**src/rtl/core/rmg_pkg.sv**
```systemverilog
// ----------------------------------------------------------------------------
// rmg_pkg
// Shared types, constants and the microcode program of the revolution mesh
// generator.
// ----------------------------------------------------------------------------
package rmg_pkg;

    localparam int MAX_PROFILE = 256;
    localparam int SWEEP_STEPS = 20;
    localparam int LEN_W       = 9;
    localparam int VC_W        = 8;
    localparam int IDX_W       = 13;
    localparam int COORD_W     = 16;
    localparam int COPY_W      = $clog2(SWEEP_STEPS);
    localparam int PC_W        = 3;

    // q1.15 cosine and sine of one sweep step
    localparam logic signed [COORD_W-1:0] COS_Q15 = 16'sd31164;
    localparam logic signed [COORD_W-1:0] SIN_Q15 = 16'sd10126;

    typedef enum logic [2:0] {
        OP_NONE,
        OP_LOAD,
        OP_MUL,
        OP_EMIT_COPY,
        OP_EMIT_CENTRE
    } op_t;

    typedef enum logic [1:0] {
        HOLD_NONE,
        HOLD_IN,
        HOLD_OUT
    } hold_t;

    typedef enum logic [1:0] {
        BR_SEQ,
        BR_GOTO,
        BR_MORE,
        BR_TAIL
    } br_t;

    typedef struct packed {
        op_t              op;
        hold_t            hold_on;
        br_t              br;
        logic [PC_W-1:0]  target;
    } uword_t;

    typedef struct packed {
        logic load;
        logic mul;
        logic step;
    } rot_ctrl_t;

    localparam logic [PC_W-1:0] PC_FETCH  = 3'd0;
    localparam logic [PC_W-1:0] PC_MUL    = 3'd1;
    localparam logic [PC_W-1:0] PC_EMIT   = 3'd2;
    localparam logic [PC_W-1:0] PC_TAIL   = 3'd3;
    localparam logic [PC_W-1:0] PC_CENTRE = 3'd4;

    // control store
    function automatic uword_t ucode(input logic [PC_W-1:0] pc);
        uword_t w;
        unique case (pc)
            PC_FETCH:  w = '{OP_LOAD,        HOLD_IN,   BR_SEQ,  PC_FETCH};
            PC_MUL:    w = '{OP_MUL,         HOLD_NONE, BR_SEQ,  PC_FETCH};
            PC_EMIT:   w = '{OP_EMIT_COPY,   HOLD_OUT,  BR_MORE, PC_MUL};
            PC_TAIL:   w = '{OP_NONE,        HOLD_NONE, BR_TAIL, PC_CENTRE};
            PC_CENTRE: w = '{OP_EMIT_CENTRE, HOLD_OUT,  BR_GOTO, PC_FETCH};
            default:   w = '{OP_NONE,        HOLD_NONE, BR_GOTO, PC_FETCH};
        endcase
        return w;
    endfunction

endpackage

```
**src/rtl/core/rmg_rotate.sv**
```systemverilog
// ----------------------------------------------------------------------------
// rmg_rotate
// Rotation unit: holds x and z, multiplies by cosine and sine, rounds and
// saturates one step of the y-axis rotation.
// ----------------------------------------------------------------------------
module rmg_rotate (
    input  logic                                   aclk,
    input  rmg_pkg::rot_ctrl_t                     ctrl,
    input  logic signed [rmg_pkg::COORD_W-1:0]     in_x,
    input  logic signed [rmg_pkg::COORD_W-1:0]     in_z,
    output logic signed [rmg_pkg::COORD_W-1:0]     nx,
    output logic signed [rmg_pkg::COORD_W-1:0]     nz
);

    logic signed [rmg_pkg::COORD_W-1:0]   x_reg, z_reg;
    logic signed [2*rmg_pkg::COORD_W-1:0] p_cx_reg, p_sz_reg, p_sx_reg, p_cz_reg;
    logic signed [2*rmg_pkg::COORD_W:0]   sum_x, sum_z;

    // add half, floor shift by 15, clamp to 16 bits
    function automatic logic signed [rmg_pkg::COORD_W-1:0] round_sat(
        input logic signed [2*rmg_pkg::COORD_W:0] s
    );
        logic signed [2*rmg_pkg::COORD_W+1:0] v;
        logic signed [2*rmg_pkg::COORD_W-14:0] q;
        logic signed [rmg_pkg::COORD_W-1:0]   r;
        v = {s[2*rmg_pkg::COORD_W], s} + 34'sd16384;
        q = v[2*rmg_pkg::COORD_W+1:15];
        if (q > 19'sd32767) begin
            r = 16'sh7FFF;
        end else if (q < -19'sd32768) begin
            r = 16'sh8000;
        end else begin
            r = q[rmg_pkg::COORD_W-1:0];
        end
        return r;
    endfunction

    assign sum_x = {p_cx_reg[31], p_cx_reg} + {p_sz_reg[31], p_sz_reg};
    assign sum_z = {p_cz_reg[31], p_cz_reg} - {p_sx_reg[31], p_sx_reg};
    assign nx    = round_sat(sum_x);
    assign nz    = round_sat(sum_z);

    always_ff @(posedge aclk) begin
        if (ctrl.load) begin
            x_reg <= in_x;
            z_reg <= in_z;
        end else if (ctrl.step) begin
            x_reg <= nx;
            z_reg <= nz;
        end
    end

    always_ff @(posedge aclk) begin
        if (ctrl.mul) begin
            p_cx_reg <= x_reg * rmg_pkg::COS_Q15;
            p_sz_reg <= z_reg * rmg_pkg::SIN_Q15;
            p_sx_reg <= x_reg * rmg_pkg::SIN_Q15;
            p_cz_reg <= z_reg * rmg_pkg::COS_Q15;
        end
    end

endmodule

```
**src/rtl/core/revolution_mesh_generator_top.sv**
```systemverilog
// ----------------------------------------------------------------------------
// revolution_mesh_generator_top
// Sweeps profile vertices around the y axis and streams out the rotated
// vertices with their mesh indices and triangles.
// ----------------------------------------------------------------------------
//
//  channel  dir  handshake            payload
//  s_       in   s_tvalid/s_tready    s_tdata: x, y, z (q8.8)
//  m_       out  m_tvalid/m_tready    m_tdata: x, y, z, index, 6 corners;
//                                     m_tuser: triangle count; m_tlast
//  cfg_     in   cfg_valid/cfg_ready  cfg_data: profile length
//
//  a microcoded sequencer runs each vertex: a fetch step, then for each
//  rotated copy a multiply step and a round-and-emit step on the one
//  rotation unit, a tail step and, after the last profile vertex, a centre
//  step; the next vertex is taken only back in the fetch step.
//  reset is synchronous: the sequencer returns to fetch, profile length to 2,
//  vertex counter and first height to 0.
//  an emit step holds while the output register is full and not taken.
// ----------------------------------------------------------------------------
module revolution_mesh_generator_top (
    input  logic                        aclk,
    input  logic                        aresetn,
    // input vertex transactions
    input  logic                        s_tvalid,
    output logic                        s_tready,
    input  logic [47:0]                 s_tdata,   // in_x, in_y, in_z
    // result transactions
    output logic                        m_tvalid,
    input  logic                        m_tready,
    output logic [143:0]                m_tdata,   // out_x, out_y, out_z,
                                                   // vertex_index, tri_a0,
                                                   // tri_a1, tri_a2, tri_b0,
                                                   // tri_b1, tri_b2, zero pad
    output logic [1:0]                  m_tuser,   // tri_count
    output logic                        m_tlast,   // last_of_run
    // configuration write
    input  logic                        cfg_valid,
    output logic                        cfg_ready,
    input  logic [rmg_pkg::LEN_W-1:0]   cfg_data   // profile_len
);

    localparam int IW = rmg_pkg::IDX_W;
    localparam int CW = rmg_pkg::COORD_W;

    // sequencer
    logic [rmg_pkg::PC_W-1:0]   pc_reg, pc_next;
    rmg_pkg::uword_t            uw;
    logic                       go;
    logic                       out_free;

    // configuration and block state
    logic [rmg_pkg::LEN_W-1:0]  profile_len_reg;
    logic [rmg_pkg::LEN_W-1:0]  len_c;
    logic [rmg_pkg::VC_W-1:0]   vertex_counter_reg, vertex_counter_next;
    logic [CW-1:0]              first_height_reg;

    // per-vertex working registers
    logic [rmg_pkg::VC_W-1:0]   j_reg, j_in;
    logic                       is_last_reg, is_last_in;
    logic [CW-1:0]              y_reg;
    logic [IW-1:0]              base_reg;          // copy number times length
    logic [rmg_pkg::COPY_W-1:0] copy_reg;
    logic                       more_copies;

    // index arithmetic
    logic [IW-1:0]              len_i, centre, i_idx, k_idx;

    // rotation unit
    rmg_pkg::rot_ctrl_t         rot;
    logic signed [CW-1:0]       nx, nz;

    // output register
    logic                       m_tvalid_reg;
    logic [CW-1:0]              ox_reg, oy_reg, oz_reg;
    logic [IW-1:0]              ovi_reg, a0_reg, a1_reg, a2_reg, b0_reg, b1_reg, b2_reg;
    logic [1:0]                 ocnt_reg;
    logic                       olast_reg;

    // ------------------------------------------------------------------
    // length clamp and derived indices
    // ------------------------------------------------------------------
    always_comb begin
        if (profile_len_reg < 9'd2) begin
            len_c = 9'd2;
        end else if (profile_len_reg > 9'(rmg_pkg::MAX_PROFILE)) begin
            len_c = 9'(rmg_pkg::MAX_PROFILE);
        end else begin
            len_c = profile_len_reg;
        end
    end

    assign len_i  = IW'(len_c);
    // centre vertex sits after all copies
    assign centre = IW'(len_i * IW'(rmg_pkg::SWEEP_STEPS + 1));
    assign i_idx  = base_reg + IW'(j_reg);
    assign k_idx  = i_idx + len_i;

    // position of the incoming vertex, past-the-end counts as last
    assign is_last_in = ({1'b0, vertex_counter_reg} >= (len_c - 9'd1));
    assign j_in       = is_last_in ? rmg_pkg::VC_W'(len_c - 9'd1) : vertex_counter_reg;
    assign vertex_counter_next = is_last_in ? '0 : j_in + 8'd1;

    assign more_copies = (copy_reg != rmg_pkg::COPY_W'(rmg_pkg::SWEEP_STEPS - 1));

    // ------------------------------------------------------------------
    // sequencer: control word fetch, hold condition, next step
    // ------------------------------------------------------------------
    assign uw       = rmg_pkg::ucode(pc_reg);
    assign out_free = !m_tvalid_reg || m_tready;

    always_comb begin
        unique case (uw.hold_on)
            rmg_pkg::HOLD_NONE: go = 1'b1;
            rmg_pkg::HOLD_IN:   go = s_tvalid;
            rmg_pkg::HOLD_OUT:  go = out_free;
            default:            go = 1'b0;
        endcase
    end

    always_comb begin
        pc_next = pc_reg;
        if (go) begin
            unique case (uw.br)
                rmg_pkg::BR_SEQ:  pc_next = pc_reg + 3'd1;
                rmg_pkg::BR_GOTO: pc_next = uw.target;
                rmg_pkg::BR_MORE: pc_next = more_copies ? uw.target : pc_reg + 3'd1;
                rmg_pkg::BR_TAIL: pc_next = is_last_reg ? uw.target : rmg_pkg::PC_FETCH;
                default:          pc_next = rmg_pkg::PC_FETCH;
            endcase
        end
    end

    always_ff @(posedge aclk) begin
        if (!aresetn) begin
            pc_reg <= rmg_pkg::PC_FETCH;
        end else begin
            pc_reg <= pc_next;
        end
    end

    // ------------------------------------------------------------------
    // handshakes
    // ------------------------------------------------------------------
    assign s_tready  = (uw.hold_on == rmg_pkg::HOLD_IN);
    assign cfg_ready = 1'b1;

    // ------------------------------------------------------------------
    // configuration and vertex state
    // ------------------------------------------------------------------
    always_ff @(posedge aclk) begin
        if (!aresetn) begin
            profile_len_reg    <= 9'd2;
            vertex_counter_reg <= '0;
            first_height_reg   <= '0;
        end else begin
            if (cfg_valid && cfg_ready) begin
                profile_len_reg <= cfg_data;
            end
            if (s_tvalid && s_tready) begin
                vertex_counter_reg <= vertex_counter_next;
                if (j_in == '0) begin
                    first_height_reg <= s_tdata[31:16];
                end
            end
        end
    end

    // working registers for the vertex being swept
    always_ff @(posedge aclk) begin
        if (uw.op == rmg_pkg::OP_LOAD && go) begin
            j_reg       <= j_in;
            is_last_reg <= is_last_in;
            y_reg       <= s_tdata[31:16];
            base_reg    <= '0;
            copy_reg    <= '0;
        end else if (uw.op == rmg_pkg::OP_EMIT_COPY && go) begin
            base_reg <= base_reg + len_i;
            copy_reg <= copy_reg + 1'b1;
        end
    end

    // ------------------------------------------------------------------
    // rotation unit
    // ------------------------------------------------------------------
    assign rot.load = (uw.op == rmg_pkg::OP_LOAD) && go;
    assign rot.mul  = (uw.op == rmg_pkg::OP_MUL);
    assign rot.step = (uw.op == rmg_pkg::OP_EMIT_COPY) && go;

    rmg_rotate u_rotate (
        .aclk (aclk),
        .ctrl (rot),
        .in_x (s_tdata[15:0]),
        .in_z (s_tdata[47:32]),
        .nx   (nx),
        .nz   (nz)
    );

    // ------------------------------------------------------------------
    // output register
    // ------------------------------------------------------------------
    always_ff @(posedge aclk) begin
        if (!aresetn) begin
            m_tvalid_reg <= 1'b0;
        end else if ((uw.op == rmg_pkg::OP_EMIT_COPY || uw.op == rmg_pkg::OP_EMIT_CENTRE)
                     && go) begin
            m_tvalid_reg <= 1'b1;
        end else if (m_tready) begin
            m_tvalid_reg <= 1'b0;
        end
    end

    always_ff @(posedge aclk) begin
        if (uw.op == rmg_pkg::OP_EMIT_COPY && go) begin
            ox_reg  <= nx;
            oy_reg  <= y_reg;
            oz_reg  <= nz;
            ovi_reg <= k_idx;
            if (j_reg == '0) begin
                // bottom cap toward the centre vertex
                a0_reg   <= centre;
                a1_reg   <= base_reg + len_i;
                a2_reg   <= base_reg;
                b0_reg   <= '0;
                b1_reg   <= '0;
                b2_reg   <= '0;
                ocnt_reg <= 2'd1;
            end else begin
                // two side triangles toward the previous profile vertex
                a0_reg   <= i_idx - 13'd1;
                a1_reg   <= k_idx - 13'd1;
                a2_reg   <= k_idx;
                b0_reg   <= i_idx - 13'd1;
                b1_reg   <= k_idx;
                b2_reg   <= i_idx;
                ocnt_reg <= 2'd2;
            end
            olast_reg <= !more_copies && !is_last_reg;
        end else if (uw.op == rmg_pkg::OP_EMIT_CENTRE && go) begin
            ox_reg    <= '0;
            oy_reg    <= first_height_reg;
            oz_reg    <= '0;
            ovi_reg   <= centre;
            a0_reg    <= '0;
            a1_reg    <= '0;
            a2_reg    <= '0;
            b0_reg    <= '0;
            b1_reg    <= '0;
            b2_reg    <= '0;
            ocnt_reg  <= 2'd0;
            olast_reg <= 1'b1;
        end
    end

    assign m_tvalid = m_tvalid_reg;
    assign m_tdata  = {5'd0, b2_reg, b1_reg, b0_reg, a2_reg, a1_reg, a0_reg,
                       ovi_reg, oz_reg, oy_reg, ox_reg};
    assign m_tuser  = ocnt_reg;
    assign m_tlast  = olast_reg;

    // ------------------------------------------------------------------
    // assertions
    // ------------------------------------------------------------------
    // one vertex at a time: no new input right after an accepted one
    a_one_vertex: assert property (@(posedge aclk) disable iff (!aresetn)
        (s_tvalid && s_tready) |=> !s_tready)
        else $error("input accepted while a vertex is in flight");

    // copy counter stays within the sweep while copies are emitted
    a_copy_range: assert property (@(posedge aclk) disable iff (!aresetn)
        (uw.op == rmg_pkg::OP_EMIT_COPY) |->
            (copy_reg <= rmg_pkg::COPY_W'(rmg_pkg::SWEEP_STEPS - 1)))
        else $error("copy counter past the sweep");

    // centre vertex only follows the last profile vertex
    a_centre_last: assert property (@(posedge aclk) disable iff (!aresetn)
        (uw.op == rmg_pkg::OP_EMIT_CENTRE) |-> is_last_reg)
        else $error("centre emitted for a vertex that is not last");

    // a waiting result transaction holds steady until it is taken
    a_out_hold: assert property (@(posedge aclk) disable iff (!aresetn)
        (m_tvalid && !m_tready) |=>
            (m_tvalid && $stable(m_tdata) && $stable(m_tuser) && $stable(m_tlast)))
        else $error("result changed while waiting");

endmodule
```
**config.mk**
```make
export PLATFORM = sky130hd
export DESIGN_NAME = revolution_mesh_generator_top
export DESIGN_NICKNAME = d
export VERILOG_FILES = /design/src/rtl/core/rmg_pkg.sv /design/src/rtl/core/rmg_rotate.sv /design/src/rtl/core/revolution_mesh_generator_top.sv
export SDC_FILE = /design/constraint.sdc
export NUM_CORES = 2
export LEC_CHECK = 0
export BUFFER_PORTS_ARGS = -buffer_cell sky130_fd_sc_hd__clkbuf_2
export CELL_PAD_IN_SITES_DETAIL_PLACEMENT = 1
export CELL_PAD_IN_SITES_GLOBAL_PLACEMENT = 2
export CORE_MARGIN = 3
export CORE_UTILIZATION = 45
export CTS_CLUSTER_DIAMETER = 50
export DETAILED_ROUTE_END_ITERATION = 16
export HOLD_SLACK_MARGIN = 0.02
export PLACE_DENSITY = 0.86
export SYNTH_ARGS = -nofsm -noshare
export SYNTH_HDL_FRONTEND = slang
export SYNTH_SLANG_ARGS = --single-unit
```
**constraint.sdc**
```tcl
create_clock -name aclk -period 19.7 [get_ports aclk]
set_input_delay 2.955 -clock aclk [delete_from_list [all_inputs] [get_ports aclk]]
set_output_delay 2.955 -clock aclk [all_outputs]
set_load 0.1 [all_outputs]
```
# After elaboration in Yosys (flattened, before gate mapping)
# Index checks and enable logic that the tools add are counted.
[word_totals] reg_bits=374 latchBits=0 mem_bits_rw=0 romBits=0 input_bits=62 out_inout_bits=150 word_cells=131 memories=0
[op_classes] addsub=13 mul=5 n_div=0 order_cmp=7 eq_ne=14 n_shift=0 mux=44 n_bitwise=0 n_reduce_logical=20
[ops] cell="$mux W16" n=13
[ops] cell="$mux W13" n=15
[ops] cell="$mul A16 B14 Y30 const B" n=4
[ops] cell="$add A33 B16 Y34 const B" n=2
[ops] cell="$pmux W10 S5" n=1
[ops] cell="$gt A19 B16 Y1 const B" n=2
[ops] cell="$lt A19 B16 Y1 const B" n=2
[ops] cell="$add A32 B31 Y33" n=1
[ops] cell="$sub A32 B31 Y33" n=1
[ops] cell="$add A13 B9 Y13" n=2
[ops] cell="$sub A13 B1 Y13 const B" n=2
[ops] cell="$mux W9" n=2
[ops] cell="$logic_not A8 Y1" n=2
[ops] cell="$mux W8" n=2
[ops] cell="$add A13 B8 Y13" n=1
[ops] cell="$mul A9 B5 Y13 const B" n=1
[ops] cell="$eq A3 B2 Y1 const B" n=4
[ops] cell="$pmux W3 S4" n=1
[ops] cell="$ge A8 B9 Y1" n=1
[ops] cell="$gt A9 B9 Y1 const B" n=1
[ops] cell="$lt A9 B2 Y1 const B" n=1
[ops] cell="$sub A9 B1 Y9 const B" n=1
[ops] cell="$add A8 B1 Y8 const B" n=1
[ops] cell="$eq A2 B2 Y1 const B" n=3
[ops] cell="17 further kinds" n=37

# Depth between registers and ports, before layout
[depth] ltp_word=8 depth_mapped=24 depth_no_buf=23

# Cells and area by module
# A second synthesis with hierarchy kept.
[hier_totals] hier_cells=3689 area_unflattened_um2=38081.5
[modules_own_cells] mod="rmg_rotate" instances=1 cells_each=2605 area_each_um2=26444.1 seq_area_each_um2=4384.2
[modules_own_cells] mod="revolution_mesh_generator_top" instances=1 cells_each=1084 area_each_um2=11637.4 seq_area_each_um2=6115.9

# Worst setup path after synthesis
# OpenSTA, ideal clock, no wires.
[synth_path] kind="input -> register" start="input port m_tready" end="register a0_reg[0], enable pin" setup_ps=842 arrival_time_ps=12999 required_time_ps=18858 setup_slack_ps=5859 path_stages=2 n_path_buf=0 cell_sequence="nor2b_1 o21ai_0"
[synth_between] elab_chain_cells=4 elab_cells_between_ends=5 classes_between="1 x mux; 4 x reduce/logical"
[synth_lines] item="start: declaration" line="revolution_mesh_generator_top.sv:30" rtl="input logic m_tready,"
[synth_lines] item="$logic_or A1 B1 Y1 (*)" line="revolution_mesh_generator_top.sv:110" rtl="assign out_free = !m_tvalid_reg || m_tready;"
[synth_lines] item="$pmux W1 S3 (*)" line="revolution_mesh_generator_top.sv:113" rtl="unique case (uw.hold_on)"
[synth_lines] item="$logic_and A1 B1 Y1 (on tied branches)" line="revolution_mesh_generator_top.sv:214, revolution_mesh_generator_top.sv:239"
[synth_lines] item="$reduce_bool A2 Y1 (no source line) (*)"
[synth_lines] item="end signal: assignment" line="revolution_mesh_generator_top.sv:221" rtl="a0_reg <= centre;"
[synth_lines] item="end signal: assignment" line="revolution_mesh_generator_top.sv:230" rtl="a0_reg <= i_idx - 13'd1;"
[synth_lines] item="end: declaration" line="revolution_mesh_generator_top.sv:76" rtl="logic [IW-1:0] ovi_reg, a0_reg, a1_reg, a2_reg, b0_reg, b1_reg, b2_reg;"
# Every way passes the cells marked *; elsewhere a longest branch is shown, timed or not.
# A chain may end at the register's enable or synchronous reset.

# Worst setup path in the final report
[layout_path] start="register u_rotate.z_reg[4] (netlist name)" end="register u_rotate.p_cz_reg[31] (netlist name), data pin"
[layout_between] elab_chain_cells=1
[layout_lines] item="start: declaration" line="rmg_rotate.sv:15" rtl="logic signed [rmg_pkg::COORD_W-1:0] x_reg, z_reg;"
[layout_lines] item="start signal: assignment" line="rmg_rotate.sv:46" rtl="z_reg <= in_z;"
[layout_lines] item="start signal: assignment" line="rmg_rotate.sv:49" rtl="z_reg <= nz;"
[layout_lines] item="$mul A16 B14 Y30" line="rmg_rotate.sv:58" rtl="p_cz_reg <= z_reg * rmg_pkg::COS_Q15;"
[layout_lines] item="end signal: assignment" line="rmg_rotate.sv:58"
[layout_lines] item="end: declaration" line="rmg_rotate.sv:16" rtl="logic signed [2*rmg_pkg::COORD_W-1:0] p_cx_reg, p_sz_reg, p_sx_reg, p_cz_reg;"
# No other way between the ends.

==> Flow_metrics.wiki <==
{| class="wikitable"
! Metric !! Value
|-
| Die width || 294 um
|-
| Post-CTS clock slew at the launch and capture registers of the worst setup and hold paths || 60 ps
|-
| Maximum achievable frequency || 141 MHz
|-
| Area contributors post-synth || sky130_fd_sc_hd__edfxtp_1 25%, sky130_fd_sc_hd__fa_1 21%, sky130_fd_sc_hd__ha_1 17%
|-
| Placer congestion estimate || 0.904
|-
| Area of the die || 86500 um2
|-
| Worst hold margin || 487 ps
|-
| Detailed placer's ending HPWL || 88700 um
|-
| Final setup violation count || 0
|-
| Wire length of the first global-routing pass || 171000 um
|-
| CTS HTree Levels || 2
|-
| Avg Cell Area, Syn || 10.3 um2
|-
| Most frequent cells after synthesis || 675 x sky130_fd_sc_hd__inv_1, 508 x sky130_fd_sc_hd__ha_1, 389 x sky130_fd_sc_hd__fa_1, 313 x sky130_fd_sc_hd__edfxtp_1, 206 x sky130_fd_sc_hd__nand2_1
|-
| Type of the most critical hold path || register to register
|-
| Cell type contributing the most total cell area after synthesis || sky130_fd_sc_hd__edfxtp_1
|-
| Hold violation count in the final report || 0
|-
| Detailed-route DRC error count || 0
|-
| Starting Density || 45.5%
|-
| Clk Tree Root Cell || sky130_fd_sc_hd__clkbuf_16
|-
| Placed cell area || 39600 um2
|-
| Cell area after synthesis || 37300 um2
|-
| Count leader, synth || sky130_fd_sc_hd__inv_1
|-
| Gates resized, CTS repair || 0
|-
| Crit Path Category || register to register
|-
| CORE AREA || 82100 um2
|-
| Number of global-route vias before repair || 29400
|-
| Min-Delay Path Depth || 2
|-
| Largest net degree at the start of global routing || 75
|-
| Data required time of the worst path || 20070 ps
|-
| Routed via count || 27000
|-
| Nets@finish || 4802
|-
| Std-Cell Rows || 105
|-
| Number of flops mapped to enable cells by yosys || 313
|-
| Crit. End Element || register
|-
| Setup skew after layout || 22.5 ps
|-
| Max-slew headroom || 18.6%
|-
| CTS tree || yes
|-
| Top-level I/O count || 212
|-
| Startpoint kind of the worst setup timing path || register
|-
| Count of buffers from port buffering || 205
|-
| Overflow left after global routing || 0
|-
| Share of cells above drive strength 1 || 9.63%
|-
| DRC marker count from the first detailed-route iteration || 1609
|-
| Max Transition Viols Final || 0
|-
| Register bit count reported by yosys || 368
|-
| Minimum clock period after layout || 7100 ps
|-
| Detail-routed net length per standard cell || 22.1 um
|-
| Result of the run || finished, final reports clean
|-
| Number of distinct standard cells referenced by the synthesized netlist || 77
|-
| Sequential area share after synthesis || 28.1%
|-
| Number of iterations in the first detailed-routing pass || 5
|-
| Final-layout setup total negative slack || 0 ps
|-
| Measured slew at the worst slew-check pin || 1220 ps
|-
| Ys flop type || sky130_fd_sc_hd__edfxtp_1
|-
| Global-route usage over all layers || 25.7%
|-
| Clock latency on the worst-skew pair || 650 ps
|-
| Yosys synthesis warning count || 0
|-
| Number of cells traversed by the worst register-to-register path || 23
|-
| Portion of the clock cycle consumed by the worst path in the final layout || 36.0%
|-
| RSZ-0062 raised after global routing || no
|-
| Post-cts hold buffer count || 0
|-
| Post-CTS setup-driven buffer insertion count || 0
|-
| Die outline height || 294 um
|-
| Final std cell area, no fill || 41800 um2
|-
| Number of max-cap violations || 0
|-
| Portion of synthesized cell area occupied by the leading cell type || 25.2%
|-
| Antenna violations before repair || 2
|-
| Num Clock Sinks || 368
|-
| Number of buffers between clock root and the deepest sink || 3
|-
| Asr flop ratio synth || 0%
|-
| Multi-input combinational cell area || 24000 um2
|-
| Peak fanout along the critical path || 8
|-
| Antenna-violating nets left || 0
|-
| Number of inserted filler cells in the final layout || 9063
|-
| Arrival time worst endpoint || 7460 ps
|-
| Avg Vias per Cell || 5.45
|-
| Final WL || 110000 um
|-
| Register Area || 10500 um2
|-
| CTS buffer count || 60
|-
| Layout area overhead || 11.9%
|-
| Synth Instances || 3622
|}
==> cells in the final DEF (no fill, tap or decap), types with 136 or more instances in the layout <==
cell type                  Yosys  final
sky130_fd_sc_hd__fa_1        389    389
sky130_fd_sc_hd__ha_1        508    508
sky130_fd_sc_hd__o21ai_0     138    136
sky130_fd_sc_hd__nand2_1     206    204
sky130_fd_sc_hd__inv_1       675    673
sky130_fd_sc_hd__a21oi_1     173    173
sky130_fd_sc_hd__nor2_1      197    196
sky130_fd_sc_hd__xnor2_1     153    153
sky130_fd_sc_hd__edfxtp_1    313    313
sky130_fd_sc_hd__clkbuf_2      0    205
==> through the flow <==
stage | instances | utilization [%] | setup WS, ps
after floorplan | 3626 | - | 5860
after global placement | 4851 | 48.3 | 12520
after detailed placement | 4851 | 48.3 | 12410
after CTS | 4965 | 50.9 | 12640
after global routing | 4965 | 50.9 | 12100
final | 4966 | 50.9 | 12600
==> cell type report <==
cell class | count | share of cell area [%]
tap | 1070 | 3.20
antenna | 1 | 0.00599
sequential | 368 | 25.1
clock inverter | 49 | 1.44
inverter | 676 | 6.07
multi-input combinational | 2509 | 57.6
timing repair buffer | 228 | 2.87
clock buffer | 65 | 3.71
==> per-layer routing <==
metal / wire [um] / vias up / track usage (%) / part of all wire [%]
li1: - / 12600 / - / -
met1: 49200 / 13700 / 35.0 / 45
met2: 53100 / 574 / 44.0 / 48
met3: 4510 / 153 / 2.66 / 4.1
met4: 2990 / 0 / 6.76 / 2.7
met5: 0 / - / 0 / 0
==> final timing paths <==
check / start / endpoint / slack (ps)
setup reg to reg: u_rotate.z_reg[4] / u_rotate.p_cz_reg[31] / 12600
hold reg to reg: copy_reg[1] / copy_reg[1] / 490
hold / removal: copy_reg[1] / copy_reg[1] / 490
setup / recovery: u_rotate.z_reg[4] / u_rotate.p_cz_reg[31] / 12600
==> worst max-delay path, stage by stage (launching register included) <==
cell                       delay (ps)
sky130_fd_sc_hd__edfxtp_1         580
sky130_fd_sc_hd__ha_1             510
sky130_fd_sc_hd__xor2_1           540
sky130_fd_sc_hd__ha_1             260
sky130_fd_sc_hd__nand2b_1         130
sky130_fd_sc_hd__fa_1             400
sky130_fd_sc_hd__ha_1             320
sky130_fd_sc_hd__fa_1             480
sky130_fd_sc_hd__inv_1             50
sky130_fd_sc_hd__fa_1             470
sky130_fd_sc_hd__inv_1             40
sky130_fd_sc_hd__ha_1             210
sky130_fd_sc_hd__or2_2            310
sky130_fd_sc_hd__or3_1            310
sky130_fd_sc_hd__o22ai_1          340
sky130_fd_sc_hd__o211ai_1         190
sky130_fd_sc_hd__a31oi_1          290
sky130_fd_sc_hd__nor2_1            70
sky130_fd_sc_hd__o21a_1           190
sky130_fd_sc_hd__o41ai_1          290
sky130_fd_sc_hd__buf_4            230
sky130_fd_sc_hd__o31ai_1          150
sky130_fd_sc_hd__o41ai_1          350
sky130_fd_sc_hd__xnor2_1          130
==> cell families (layout without fill, tap and decap cells) <==
| family | after synthesis | after routing | synth area share (%) |
|---|---|---|---|
| compound gates | 635 | 635 | 11.0 |
| xor+xnor | 247 | 247 | 5.79 |
| fa+ha+maj | 897 | 897 | 37.9 |
| buf+inv | 749 | 1018 | 7.63 |
| flops | 368 | 368 | 28.1 |
| mux | 30 | 30 | 0.804 |
| other cells | 2 | 7 | 0.0201 |
| simple gates | 694 | 694 | 8.78 |
Power is not shown: default switching activity piles up to over one toggle a cycle in this logic, so the estimate is an artifact.
